<file path="src/rtl/core/ias_pkg.sv">
// ----------------------------------------------------------------------------
// IAS execute package
// Shared types, opcodes and datapath commands for the IAS execute unit.
// ----------------------------------------------------------------------------
package ias_pkg;

  localparam int WordW = 40;
  localparam int AddrW = 12;
  localparam int OpW   = 8;
  localparam int CntW  = 6;

  localparam logic [OpW-1:0] OP_LOAD     = 8'h01;
  localparam logic [OpW-1:0] OP_LOAD_NEG = 8'h02;
  localparam logic [OpW-1:0] OP_LOAD_ABS = 8'h03;
  localparam logic [OpW-1:0] OP_LOAD_NAB = 8'h04;
  localparam logic [OpW-1:0] OP_ADD      = 8'h05;
  localparam logic [OpW-1:0] OP_SUB      = 8'h06;
  localparam logic [OpW-1:0] OP_ADD_ABS  = 8'h07;
  localparam logic [OpW-1:0] OP_SUB_ABS  = 8'h08;
  localparam logic [OpW-1:0] OP_LOAD_MQM = 8'h09;
  localparam logic [OpW-1:0] OP_LOAD_MQ  = 8'h0A;
  localparam logic [OpW-1:0] OP_MUL      = 8'h0B;
  localparam logic [OpW-1:0] OP_DIV      = 8'h0C;
  localparam logic [OpW-1:0] OP_JMP_L    = 8'h0D;
  localparam logic [OpW-1:0] OP_JMP_R    = 8'h0E;
  localparam logic [OpW-1:0] OP_JPL_L    = 8'h0F;
  localparam logic [OpW-1:0] OP_JPL_R    = 8'h10;
  localparam logic [OpW-1:0] OP_STOR_L   = 8'h12;
  localparam logic [OpW-1:0] OP_STOR_R   = 8'h13;
  localparam logic [OpW-1:0] OP_LSH      = 8'h14;
  localparam logic [OpW-1:0] OP_RSH      = 8'h15;
  localparam logic [OpW-1:0] OP_STOR     = 8'h21;

  typedef struct packed {
    logic [OpW-1:0]   opcode;
    logic [AddrW-1:0] address;
    logic [WordW-1:0] operand;
  } ias_in_t;

  typedef struct packed {
    logic signed [WordW-1:0] accumulator;
    logic signed [WordW-1:0] multiplier_quotient;
    logic                    store_enable;
    logic [AddrW-1:0]        store_address;
    logic [WordW-1:0]        store_data;
    logic                    branch_taken;
    logic [AddrW-1:0]        branch_address;
    logic                    branch_right_half;
  } ias_out_t;

  // Commands from the controller to the datapath.
  typedef struct packed {
    logic load;    // capture the input item, run the non-serial ops
    logic mul_init;
    logic div_init;
    logic step;    // one serial iteration
    logic finish;  // apply signs and write AC/MQ
    logic emit;    // copy the finished result into the output register
  } ias_cmd_t;

  typedef struct packed {
    logic is_mul;
    logic is_div;
    logic last;    // the serial count is on its final step
  } ias_sts_t;

  function automatic logic [WordW-1:0] abs40(input logic [WordW-1:0] v);
    return v[WordW-1] ? (~v + 1'b1) : v;
  endfunction

endpackage

</file>
<file path="src/rtl/core/ias_ctrl.sv">
// ----------------------------------------------------------------------------
// IAS execute controller
// Sequences one item at a time: direct ops or a 40-step serial unit.
// ----------------------------------------------------------------------------
module ias_ctrl import ias_pkg::*; (
  input  logic     clk,
  input  logic     rst,
  input  logic     in_valid,
  output logic     in_stall,
  output logic     out_valid,
  input  logic     out_stall,
  input  ias_sts_t sts,
  output ias_cmd_t cmd
);

  typedef enum logic [1:0] {S_IDLE, S_INIT, S_RUN, S_DONE} state_t;
  state_t state;

  assign in_stall = (state != S_IDLE);

  always_comb begin
    cmd = '0;
    cmd.load     = (state == S_IDLE) && in_valid && !in_stall;
    cmd.mul_init = (state == S_INIT) && sts.is_mul;
    cmd.div_init = (state == S_INIT) && sts.is_div;
    cmd.step     = (state == S_RUN);
    cmd.finish   = (state == S_RUN) && sts.last;
    cmd.emit     = (state == S_DONE) && (!out_valid || !out_stall);
  end

  always_ff @(posedge clk) begin
    if (rst) begin
      state     <= S_IDLE;
      out_valid <= 1'b0;
    end else begin
      if (out_valid && !out_stall) out_valid <= 1'b0;
      unique case (state)
        S_IDLE: begin
          if (cmd.load) state <= S_INIT;
        end
        S_INIT: begin
          if (sts.is_mul || sts.is_div) state <= S_RUN;
          else state <= S_DONE;
        end
        S_RUN: begin
          if (sts.last) state <= S_DONE;
        end
        S_DONE: begin
          // A finished item waits here while the previous result is stalled.
          if (cmd.emit) begin
            out_valid <= 1'b1;
            state     <= S_IDLE;
          end
        end
        default: state <= S_IDLE;
      endcase
    end
  end

  a_no_load_busy: assert property (@(posedge clk) disable iff (rst)
    cmd.load |-> state == S_IDLE) else $error("load while busy");
  a_done_valid: assert property (@(posedge clk) disable iff (rst)
    state == S_DONE |=> out_valid) else $error("result not shown");
  a_finish_run: assert property (@(posedge clk) disable iff (rst)
    cmd.finish |=> state == S_DONE) else $error("finish lost");

endmodule

</file>
<file path="src/rtl/core/ias_dpath.sv">
// ----------------------------------------------------------------------------
// IAS execute datapath
// AC and MQ registers, direct ops and a shared bit-serial mul/div unit.
// ----------------------------------------------------------------------------
module ias_dpath import ias_pkg::*; (
  input  logic     clk,
  input  logic     rst,
  input  ias_in_t  in_data,
  input  ias_cmd_t cmd,
  output ias_sts_t sts,
  output ias_out_t out_data
);

  logic [WordW-1:0] acc, mq;
  logic [OpW-1:0]   op;
  logic [WordW-1:0] m;
  logic [WordW-1:0] sa, sb;   // magnitudes for the serial unit
  logic [WordW-1:0] hi, lo;   // product halves or remainder/quotient
  logic             neg_q, neg_r;
  logic [CntW-1:0]  cnt;
  logic             st_en, br, brr;
  logic [AddrW-1:0] st_addr, br_addr;
  logic [WordW-1:0] st_data;

  logic [WordW-1:0] m_abs, acc_next, mq_next;
  logic [WordW-1:0] st_data_next;
  logic             st_en_next, br_next, brr_next;
  logic [WordW:0]   mul_sum, div_trial;
  logic [WordW-1:0] div_rem;

  assign m_abs = abs40(in_data.operand);
  assign sts = '{is_mul: (op == OP_MUL),
                 is_div: (op == OP_DIV) && (m != '0),
                 last:   (cnt == CntW'(WordW - 1))};

  // Shift-add multiply step: hi:lo shifts right, sa is added on multiplier bits in lo.
  assign mul_sum   = {1'b0, hi} + (lo[0] ? {1'b0, sa} : '0);
  // Restoring divide step: remainder hi, dividend bits shift out of lo.
  assign div_rem   = {hi[WordW-2:0], lo[WordW-1]};
  assign div_trial = {hi[WordW-1], div_rem} - {1'b0, sb};

  always_comb begin
    acc_next = acc;
    mq_next  = mq;
    st_en_next = 1'b0;
    st_data_next = '0;
    br_next  = 1'b0;
    brr_next = 1'b0;
    unique case (in_data.opcode)
      OP_LOAD:     acc_next = in_data.operand;
      OP_LOAD_NEG: acc_next = ~in_data.operand + 1'b1;
      OP_LOAD_ABS: acc_next = m_abs;
      OP_LOAD_NAB: acc_next = ~m_abs + 1'b1;
      OP_ADD:      acc_next = acc + in_data.operand;
      OP_SUB:      acc_next = acc - in_data.operand;
      OP_ADD_ABS:  acc_next = acc + m_abs;
      OP_SUB_ABS:  acc_next = acc - m_abs;
      OP_LOAD_MQM: mq_next  = in_data.operand;
      OP_LOAD_MQ:  acc_next = mq;
      OP_JMP_L:    br_next = 1'b1;
      OP_JMP_R: begin
        br_next = 1'b1;
        brr_next = 1'b1;
      end
      OP_JPL_L:    br_next = !acc[WordW-1];
      OP_JPL_R: begin
        br_next  = !acc[WordW-1];
        brr_next = !acc[WordW-1];
      end
      OP_STOR_L: begin
        st_en_next = 1'b1;
        st_data_next = in_data.operand;
        st_data_next[20 +: AddrW] = acc[AddrW-1:0];
      end
      OP_STOR_R: begin
        st_en_next = 1'b1;
        st_data_next = in_data.operand;
        st_data_next[AddrW-1:0] = acc[AddrW-1:0];
      end
      OP_LSH:      acc_next = {acc[WordW-2:0], 1'b0};
      OP_RSH:      acc_next = {acc[WordW-1], acc[WordW-1:1]};
      OP_STOR: begin
        st_en_next = 1'b1;
        st_data_next = acc;
      end
      default: ;
    endcase
  end

  always_ff @(posedge clk) begin
    if (rst) begin
      acc <= '0;
      mq  <= '0;
    end else if (cmd.load) begin
      acc <= acc_next;
      mq  <= mq_next;
    end else if (cmd.finish) begin
      if (sts.is_mul) begin
        // Last step result is {mul_sum, lo[39:1]} before negation.
        if (neg_q) begin
          {acc, mq} <= ~{mul_sum, lo[WordW-1:1]} + 1'b1;
        end else begin
          {acc, mq} <= {mul_sum, lo[WordW-1:1]};
        end
      end else begin
        logic [WordW-1:0] q_f, r_f;
        q_f = {lo[WordW-2:0], !div_trial[WordW]};
        r_f = div_trial[WordW] ? div_rem : div_trial[WordW-1:0];
        mq  <= neg_q ? (~q_f + 1'b1) : q_f;
        acc <= neg_r ? (~r_f + 1'b1) : r_f;
      end
    end
  end

  always_ff @(posedge clk) begin
    if (rst) begin
      cnt <= '0;
    end else if (cmd.mul_init || cmd.div_init) begin
      cnt <= '0;
    end else if (cmd.step) begin
      cnt <= cnt + 1'b1;
    end
  end

  always_ff @(posedge clk) begin
    if (cmd.load) begin
      op      <= in_data.opcode;
      m       <= in_data.operand;
      st_en   <= st_en_next;
      st_data <= st_data_next;
      st_addr <= in_data.address;
      br      <= br_next;
      br_addr <= br_next ? in_data.address : '0;
      brr     <= brr_next;
    end
    if (cmd.mul_init) begin
      sa    <= abs40(mq);
      hi    <= '0;
      lo    <= abs40(m);
      neg_q <= mq[WordW-1] ^ m[WordW-1];
    end else if (cmd.div_init) begin
      sb    <= abs40(m);
      hi    <= '0;
      lo    <= abs40(acc);
      neg_q <= acc[WordW-1] ^ m[WordW-1];
      neg_r <= acc[WordW-1];
    end else if (cmd.step) begin
      if (sts.is_mul) begin
        hi <= mul_sum[WordW:1];
        lo <= {mul_sum[0], lo[WordW-1:1]};
      end else begin
        hi <= div_trial[WordW] ? div_rem : div_trial[WordW-1:0];
        lo <= {lo[WordW-2:0], !div_trial[WordW]};
      end
    end
  end

  // The output register holds a result item while the next one executes.
  always_ff @(posedge clk) begin
    if (cmd.emit) begin
      out_data.accumulator         <= acc;
      out_data.multiplier_quotient <= mq;
      out_data.store_enable        <= st_en;
      out_data.store_address       <= st_addr;
      out_data.store_data          <= st_data;
      out_data.branch_taken        <= br;
      out_data.branch_address      <= br_addr;
      out_data.branch_right_half   <= brr;
    end
  end

  a_mq_hold: assert property (@(posedge clk) disable iff (rst)
    !cmd.load && !cmd.finish |=> $stable(mq)) else $error("MQ changed");
  a_acc_hold: assert property (@(posedge clk) disable iff (rst)
    !cmd.load && !cmd.finish |=> $stable(acc)) else $error("AC changed");
  a_finish_serial: assert property (@(posedge clk) disable iff (rst)
    cmd.finish |-> sts.is_mul || sts.is_div) else $error("bad finish");

endmodule

</file>
<file path="src/rtl/core/ias_instruction_execute_unit.sv">
// Each accepted item passes through the INIT and DONE states before its result
// is offered; MUL and DIV with a nonzero divisor also pass through RUN.
// Throughput: one item at a time; the next item is accepted once the result is
// registered and the controller is idle again. MUL and DIV with a nonzero
// divisor run 40 steps on one shared shift-add / restoring-divide unit.
// Reset (rst, synchronous, active high) clears AC, MQ and the controller.
// ----------------------------------------------------------------------------
// IAS instruction execute unit
// Executes one IAS instruction per item and reports AC, MQ, store and jump.
// ----------------------------------------------------------------------------
module ias_instruction_execute_unit import ias_pkg::*; (
  input  logic     clk,
  input  logic     rst,
  input  logic     in_valid,
  output logic     in_stall,
  input  ias_in_t  in_data,
  output logic     out_valid,
  input  logic     out_stall,
  output ias_out_t out_data
);

  ias_cmd_t cmd;
  ias_sts_t sts;

  ias_ctrl u_ctrl (
    .clk(clk), .rst(rst), .in_valid(in_valid), .in_stall(in_stall),
    .out_valid(out_valid), .out_stall(out_stall), .sts(sts), .cmd(cmd)
  );

  ias_dpath u_dpath (
    .clk(clk), .rst(rst), .in_data(in_data), .cmd(cmd), .sts(sts),
    .out_data(out_data)
  );

endmodule
</file>
<file path="config.mk">
export PLATFORM = sky130hd
export DESIGN_NAME = ias_instruction_execute_unit
export DESIGN_NICKNAME = d
export VERILOG_FILES = /design/src/rtl/core/ias_pkg.sv /design/src/rtl/core/ias_ctrl.sv /design/src/rtl/core/ias_dpath.sv /design/src/rtl/core/ias_instruction_execute_unit.sv
export SDC_FILE = /design/constraint.sdc
export NUM_CORES = 2
export LEC_CHECK = 0
export ABC_AREA = 1
export BUFFER_PORTS_ARGS = -buffer_cell sky130_fd_sc_hd__clkbuf_2
export CAP_MARGIN = 40
export CORE_UTILIZATION = 45
export DETAILED_ROUTE_END_ITERATION = 8
export SYNTH_ARGS = -nofsm -noshare
export SYNTH_HDL_FRONTEND = slang
export SYNTH_SLANG_ARGS = --single-unit
</file>
<file path="constraint.sdc">
create_clock -name clk -period 9.1 [get_ports clk]
set_input_delay 0.455 -clock clk [delete_from_list [all_inputs] [get_ports clk]]
set_output_delay 0.455 -clock clk [all_outputs]
set_load 0.03 [all_outputs]
</file>
Word level (Yosys, flattened, before mapping). Cells that the tools add are included.

Register bits after elaboration: 513. Output and inout port bits: 149.

Muxes and demuxes: 37. Equality and inequality tests: 32. Add/sub/neg operators: 15. Bitwise gates (word level): 11. Reduce and logical (&&, ||, !) cells: 32.

Operators with widths (number): 2-to-1 mux 40 bit (21); one-hot mux 40 bit (11 select lines) (1); adder 40 x 1 -> 40 bit, second input constant (7); NOT 40 bit (7); one-hot mux 40 bit (3 select lines) (1); adder 40 bit (2); adder 80 x 1 -> 80 bit, second input constant (1); NOT 80 bit (1); subtractor 40 bit (2); == test 8 x 4 -> 1 bit, second input constant (8); adder 40 x 41 -> 41 bit (1); subtractor 41 x 40 -> 41 bit (1); == test 8 x 5 -> 1 bit, second input constant (5); nonzero test 40 bit (1); 2-to-1 mux 39 bit (1); == test 8 x 3 -> 1 bit, second input constant (4); == test 8 x 2 -> 1 bit, second input constant (2); != test 12 x 1 -> 1 bit, second input constant (1); != test 11 x 1 -> 1 bit, second input constant (1); == test 8 x 1 -> 1 bit, second input constant (1); == test 8 x 6 -> 1 bit, second input constant (1); logical AND 1 bit (8); one-hot mux 2 bit (4 select lines) (1); OR reduction 2 bit (4); 19 further kinds (44).

Depth between registers and ports, before layout.
Depth after elaboration: 8. Gate-level depth with buffers: 41. Mapped depth without buffers: 40.

Cells and area by module. From an unflattened synthesis, not the netlist that was laid out.

Cells, all modules: 5997. Area total of the unflattened synthesis: 41389.7 µm².

Modules (own cells, without submodules): ias_dpath (cells each 5955, instances 1, area each 41093.2 µm²); ias_ctrl (cells each 42, instances 1, area each 296.5 µm²).

Worst setup path after synthesis. Ideal clock, no wire load.

Kind: register -> register. Start point: reg u_ctrl.state[0]. End point: reg, netlist name u_dpath.out_data[0]. Buffers on the path: 0. Period minus slack after synthesis: 8.356 ns. Cell stages (with the launch flop): 4. Arrival: 7.654 ns. Data required time: 8.398 ns. Slack: 0.744 ns. Path through: dfxtp_1 ha_1 inv_1 a21oi_1.

RTL lines: start, declared (line ias_ctrl.sv:17) `state_t state;`; start signal, assigned (line ias_ctrl.sv:33) `state <= S_IDLE;`; start signal, assigned (line ias_ctrl.sv:39) `if (cmd.load) state <= S_INIT;`; start signal, assigned (line ias_ctrl.sv:42) `if (sts.is_mul || sts.is_div) state <= S_RUN;`.

Worst setup path after layout.
Start point: in in_data[0] (netlist bit). End point: reg u_dpath.acc[39].

Word-level cells in the longest chain between the ends: 7. Elaborated cells on any way between the ends: 11. Classes of those cells: add/sub (6); mux (3); bitwise (2).

Ends and longest elaborated chain: start, declared (line ias_instruction_execute_unit.sv:16) `input ias_in_t in_data,`; NOT 40 bit (line ias_pkg.sv:68, ias_dpath.sv:51); adder 40 x 1 -> 40 bit (line ias_pkg.sv:68, ias_dpath.sv:51); 2-to-1 mux 40 bit (line ias_pkg.sv:68) `return v[WordW-1] ? (~v + 1'b1) : v;`; NOT 40 bit (line ias_dpath.sv:53) `OP_LOAD_NAB: acc_next = ~m_abs + 1'b1;`; adder 40 x 1 -> 40 bit (line ias_dpath.sv:53); one-hot mux 40 bit (11 select lines) * (line ias_dpath.sv:49) `unique case (in_data.opcode)`; 2-to-1 mux 40 bit * (line ias_dpath.sv:94) `end else if (cmd.load) begin`; end signal, assigned (line ias_dpath.sv:95) `acc <= acc_next;`; end signal, assigned (line ias_dpath.sv:101) `{acc, mq} <= ~{mul_sum, lo[WordW-1:1]} + 1'b1;`; end signal, assigned (line ias_dpath.sv:103) `{acc, mq} <= {mul_sum, lo[WordW-1:1]};`; end, declared (line ias_dpath.sv:14) `logic [WordW-1:0] acc, mq;`.

Mark *: on every way between the ends. The rest lies on a longest branch, timed or not. A chain may end at the register's enable or synchronous reset.

==> results.sh <==
export IMPL_ys_seq_area_share_pct=34.1
export IMPL_power_density_nw_per_um2=309
export IMPL_yosysWarnings=0
export IMPL_synth_cell_types=69
export IMPL_grt_pass1_wl_um=304000
export IMPL_grt_pass1_vias=42557
export IMPL_post_route_util_pct=51.0
export IMPL_final_setup_viol_count=0
export IMPL_fill_cells=9117
export IMPL_syn_area_um2=41400
export IMPL_grt_usage_pct=45.3
export IMPL_drv_cap=0
export IMPL_clock_skew_ns=0.0363
export IMPL_fin_crit_ns=6.12
export IMPL_io_buffers=212
export IMPL_fmax_mhz=163
export IMPL_regArea_um2=14100
export IMPL_grt_start_max_net_pins=73
export IMPL_synth_edff_count=384
export IMPL_num_nets_final=6352
export IMPL_gp_congestion=1.08
export IMPL_crit_fanout=9
export IMPL_place_area_um2=43900
export IMPL_gr_total_overflow=0
export IMPL_cts_tree="built"
export IMPL_hold_viol_final=0
export IMPL_p_total_mw=14.3
export IMPL_worst_slew_pin_slew_ns=0.965
export IMPL_post_cts_buffers=0
export IMPL_worstPathRequired_ns=9.67
export IMPL_cts_resized=0
export IMPL_area_delta_synth_final_pct=11.6
export IMPL_postRouteAntennaNets=0
export IMPL_layout_drive_gt1_share_pct=9.82
export IMPL_first_pass_iters=9
export IMPL_slew_violations=0
export IMPL_max_slew_margin_rel_pct=35.5
export IMPL_dieHeight_um=305
export IMPL_dr_total_vias=45988
export IMPL_crit_arrival_ns=6.69
export IMPL_clkLatencyLatePin_ns=0.68
export IMPL_crit_top_cell="nand2_1"
export IMPL_synthFlopType="edfxtp_1"
export IMPL_syn_area_per_cell_um2=6.91
export IMPL_cts_buffers=59
export IMPL_final_cell_area_um2=46200
export IMPL_hp_class="primary input to flip-flop"
export IMPL_viasPerCell=6.23
export IMPL_wirelength_um=217000
export IMPL_async_flop_share_pct=0
export IMPL_io_pins=213
export IMPL_multi_input_area_um2=23500
export IMPL_synth_seq_cells=513
export IMPL_cts_clk_slew_worst_paths_ns=0.06
export IMPL_synth_net_count=6190
export IMPL_cts_hold_buffers=14
export IMPL_start_util_pct=45.7
export IMPL_clockBufferDepth=3
export IMPL_start_kind="primary input"
export IMPL_cts_max_level=2
export IMPL_cpPeakStageDelay_ns=0.48
export IMPL_die_x_um=305
export IMPL_hpwl_um=172000
export IMPL_dieArea_um2=93200
export IMPL_clkSinkCount=513
export IMPL_fin_setup_tns_ns=0
export IMPL_wl_per_cell_um=29.4
export IMPL_cp_end_kind="flip-flop"
export IMPL_drt_iter0_drc=6343
export IMPL_synthCells=5989
export IMPL_cts_root_buffer="clkbuf_16"
export IMPL_antenna_found_initial=16
export IMPL_leakage_nw=19.9
export IMPL_crit_type="primary input to flip-flop"
export IMPL_status="completed"
export IMPL_slowest_stage="ha_1"
export IMPL_rows=110
export IMPL_drc_errors=0
export IMPL_rsz0062_at_grt="no"
export IMPL_final_period_utilization_pct=67.3
export IMPL_hold_slack_ns=0.0502
export IMPL_ir_drop_v=0.000191
export IMPL_coreArea_um2=90600
[cell type report]
class / count / share of cell area (%)
clock inverter: 35 / 0.994
antenna: 7 / 0.0379
clock buffer: 77 / 3.65
inverter: 767 / 6.25
timing repair buffer: 322 / 4.40
tap: 1176 / 3.19
multi-input combinational: 4488 / 50.9
sequential: 513 / 30.6
[flip-flops by register name, indices dropped and copies added (netlist names), 2 cells and up]
signal and flops:
u_dpath.out_data 147, u_dpath.acc 40, u_dpath.hi 40, u_dpath.lo 40, u_dpath.m 40, u_dpath.mq 40, u_dpath.sa 40, u_dpath.sb 40
u_dpath.st_data 40, u_dpath.br_addr 12, u_dpath.st_addr 12, u_dpath.op 8, u_dpath.cnt 6, u_ctrl.state 2
[stage by stage]
| stage | setup WS (ns) | cells |
|---|---|---|
| after detailed placement | 2.65 | 7251 |
| after floorplan | 0.744 | 5989 |
| after CTS | 3.27 | 7377 |
| after global routing | 2.68 | 7378 |
| after global placement | 2.62 | 7232 |
| final | 2.98 | 7385 |
[Yosys cell counts (12+ instances only)]
master        n  area [um2]
edfxtp_1    384       11500
nand4_1      66         413
inv_2        19        71.3
nor3_1       96         480
a211oi_1     14         105
nand2_1    1438        5400
buf_2        24         120
xnor2_1      41         359
or2_2        34         213
nand3_1     372        1860
inv_1       743        2790
nor4_1       32         200
clkbuf_1    165         619
nor2_2       33         206
o21ai_0     364        1820
a221oi_1     19         166
ha_1        134        1680
nor2_1      692        2600
a32o_1       12         120
a2111oi_0    14         123
o21ai_2      16         140
o31ai_1      12        90.1
dfxtp_1     129        2580
nor2_4       12         135
o21a_1       13        97.6
a31oi_1      61         382
a21oi_1     374        1870
buf_1        20        75.1
nand2_2      39         244
xor2_1      161        1410
o211ai_1     97         728
o22ai_1      88         551
nand3b_1     12        90.1
nand3_2      16         160
o2111ai_1    22         193
o221ai_1     50         438
o21ai_1      44         220
[critical path, delay by kind of cell]
kind | cells | cell delay, ns
buf+inv | 5 | 0.79
xor+xnor | 1 | 0.22
simple gates | 19 | 2.66
fa+ha+maj | 2 | 0.86
compound gates | 9 | 1.66
[cells in the final DEF (no fill, tap or decap), drive strengths merged, types with 7 or more instances in the layout]
| cell type | Yosys | layout |
|---|---|---|
| inv | 762 | 765 |
| nand4 | 67 | 67 |
| a221oi | 19 | 19 |
| a32o | 12 | 12 |
| a2111oi | 14 | 14 |
| o211ai | 97 | 97 |
| or2 | 37 | 37 |
| buf | 56 | 95 |
| nand3b | 12 | 12 |
| o21a | 13 | 13 |
| nand3 | 388 | 388 |
| clkinv | 5 | 23 |
| a31oi | 61 | 61 |
| ha | 134 | 134 |
| o21bai | 11 | 11 |
| xor2 | 161 | 161 |
| nand2 | 1480 | 1480 |
| a21boi | 12 | 12 |
| dfxtp | 129 | 129 |
| clkbuf | 165 | 289 |
| bufinv | 0 | 8 |
| o32ai | 9 | 9 |
| edfxtp | 384 | 384 |
| dlygate4sd3 | 0 | 14 |
| and2 | 8 | 8 |
| o31ai | 12 | 12 |
| nor2 | 737 | 737 |
| o21ai | 429 | 429 |
| o22ai | 88 | 88 |
| nor4 | 33 | 33 |
| diode | 0 | 7 |
| o221ai | 50 | 50 |
| xnor2 | 41 | 41 |
| a21oi | 380 | 380 |
| o2111ai | 22 | 22 |
| nor3 | 100 | 100 |
| a211oi | 14 | 14 |
| and3 | 10 | 10 |
| o311ai | 11 | 11 |
[logic make-up (layout without fill, tap and decap cells)]
logic type / after synthesis / count (layout) / share of synthesized area (%)
and+or+nand+nor: 2879 / 2879 / 29.7
adders and majority gates: 137 / 137 / 4.19
AOI/OAI and AO/OA: 1270 / 1270 / 18.5
DFF: 513 / 513 / 34.1
buffers and inverters: 988 / 1201 / 9.24
xor gates and xnor gates: 202 / 202 / 4.27
other: 0 / 7 / 0
[routing by layer]
metal	wire length (um)	track usage, %
met1	80000	54.7
met3	23600	11.2
met4	22100	38.1
met5	121	0
met2	91600	67.8
[path summary, 6_finish.rpt]
path,endpoint,startpoint,depth (start not counted),slack [ns]
setup / recovery,u_dpath.acc[39],in_data[0],36,2.98
hold / removal,u_dpath.op[5],in_data[57],1,0.05
setup reg to reg,u_dpath.acc[36],u_dpath.lo[0],31,3.24
hold reg to reg,u_dpath.out_data[65],u_dpath.st_addr[11],0,0.39
[report_power, final]
part	internal [mW]	total, mW	switching [mW]
sequential	3.07	3.69	0.621
clock	1.55	2.63	1.09
combinational	2.05	7.97	5.92
(Power assumes the default switching activity.)
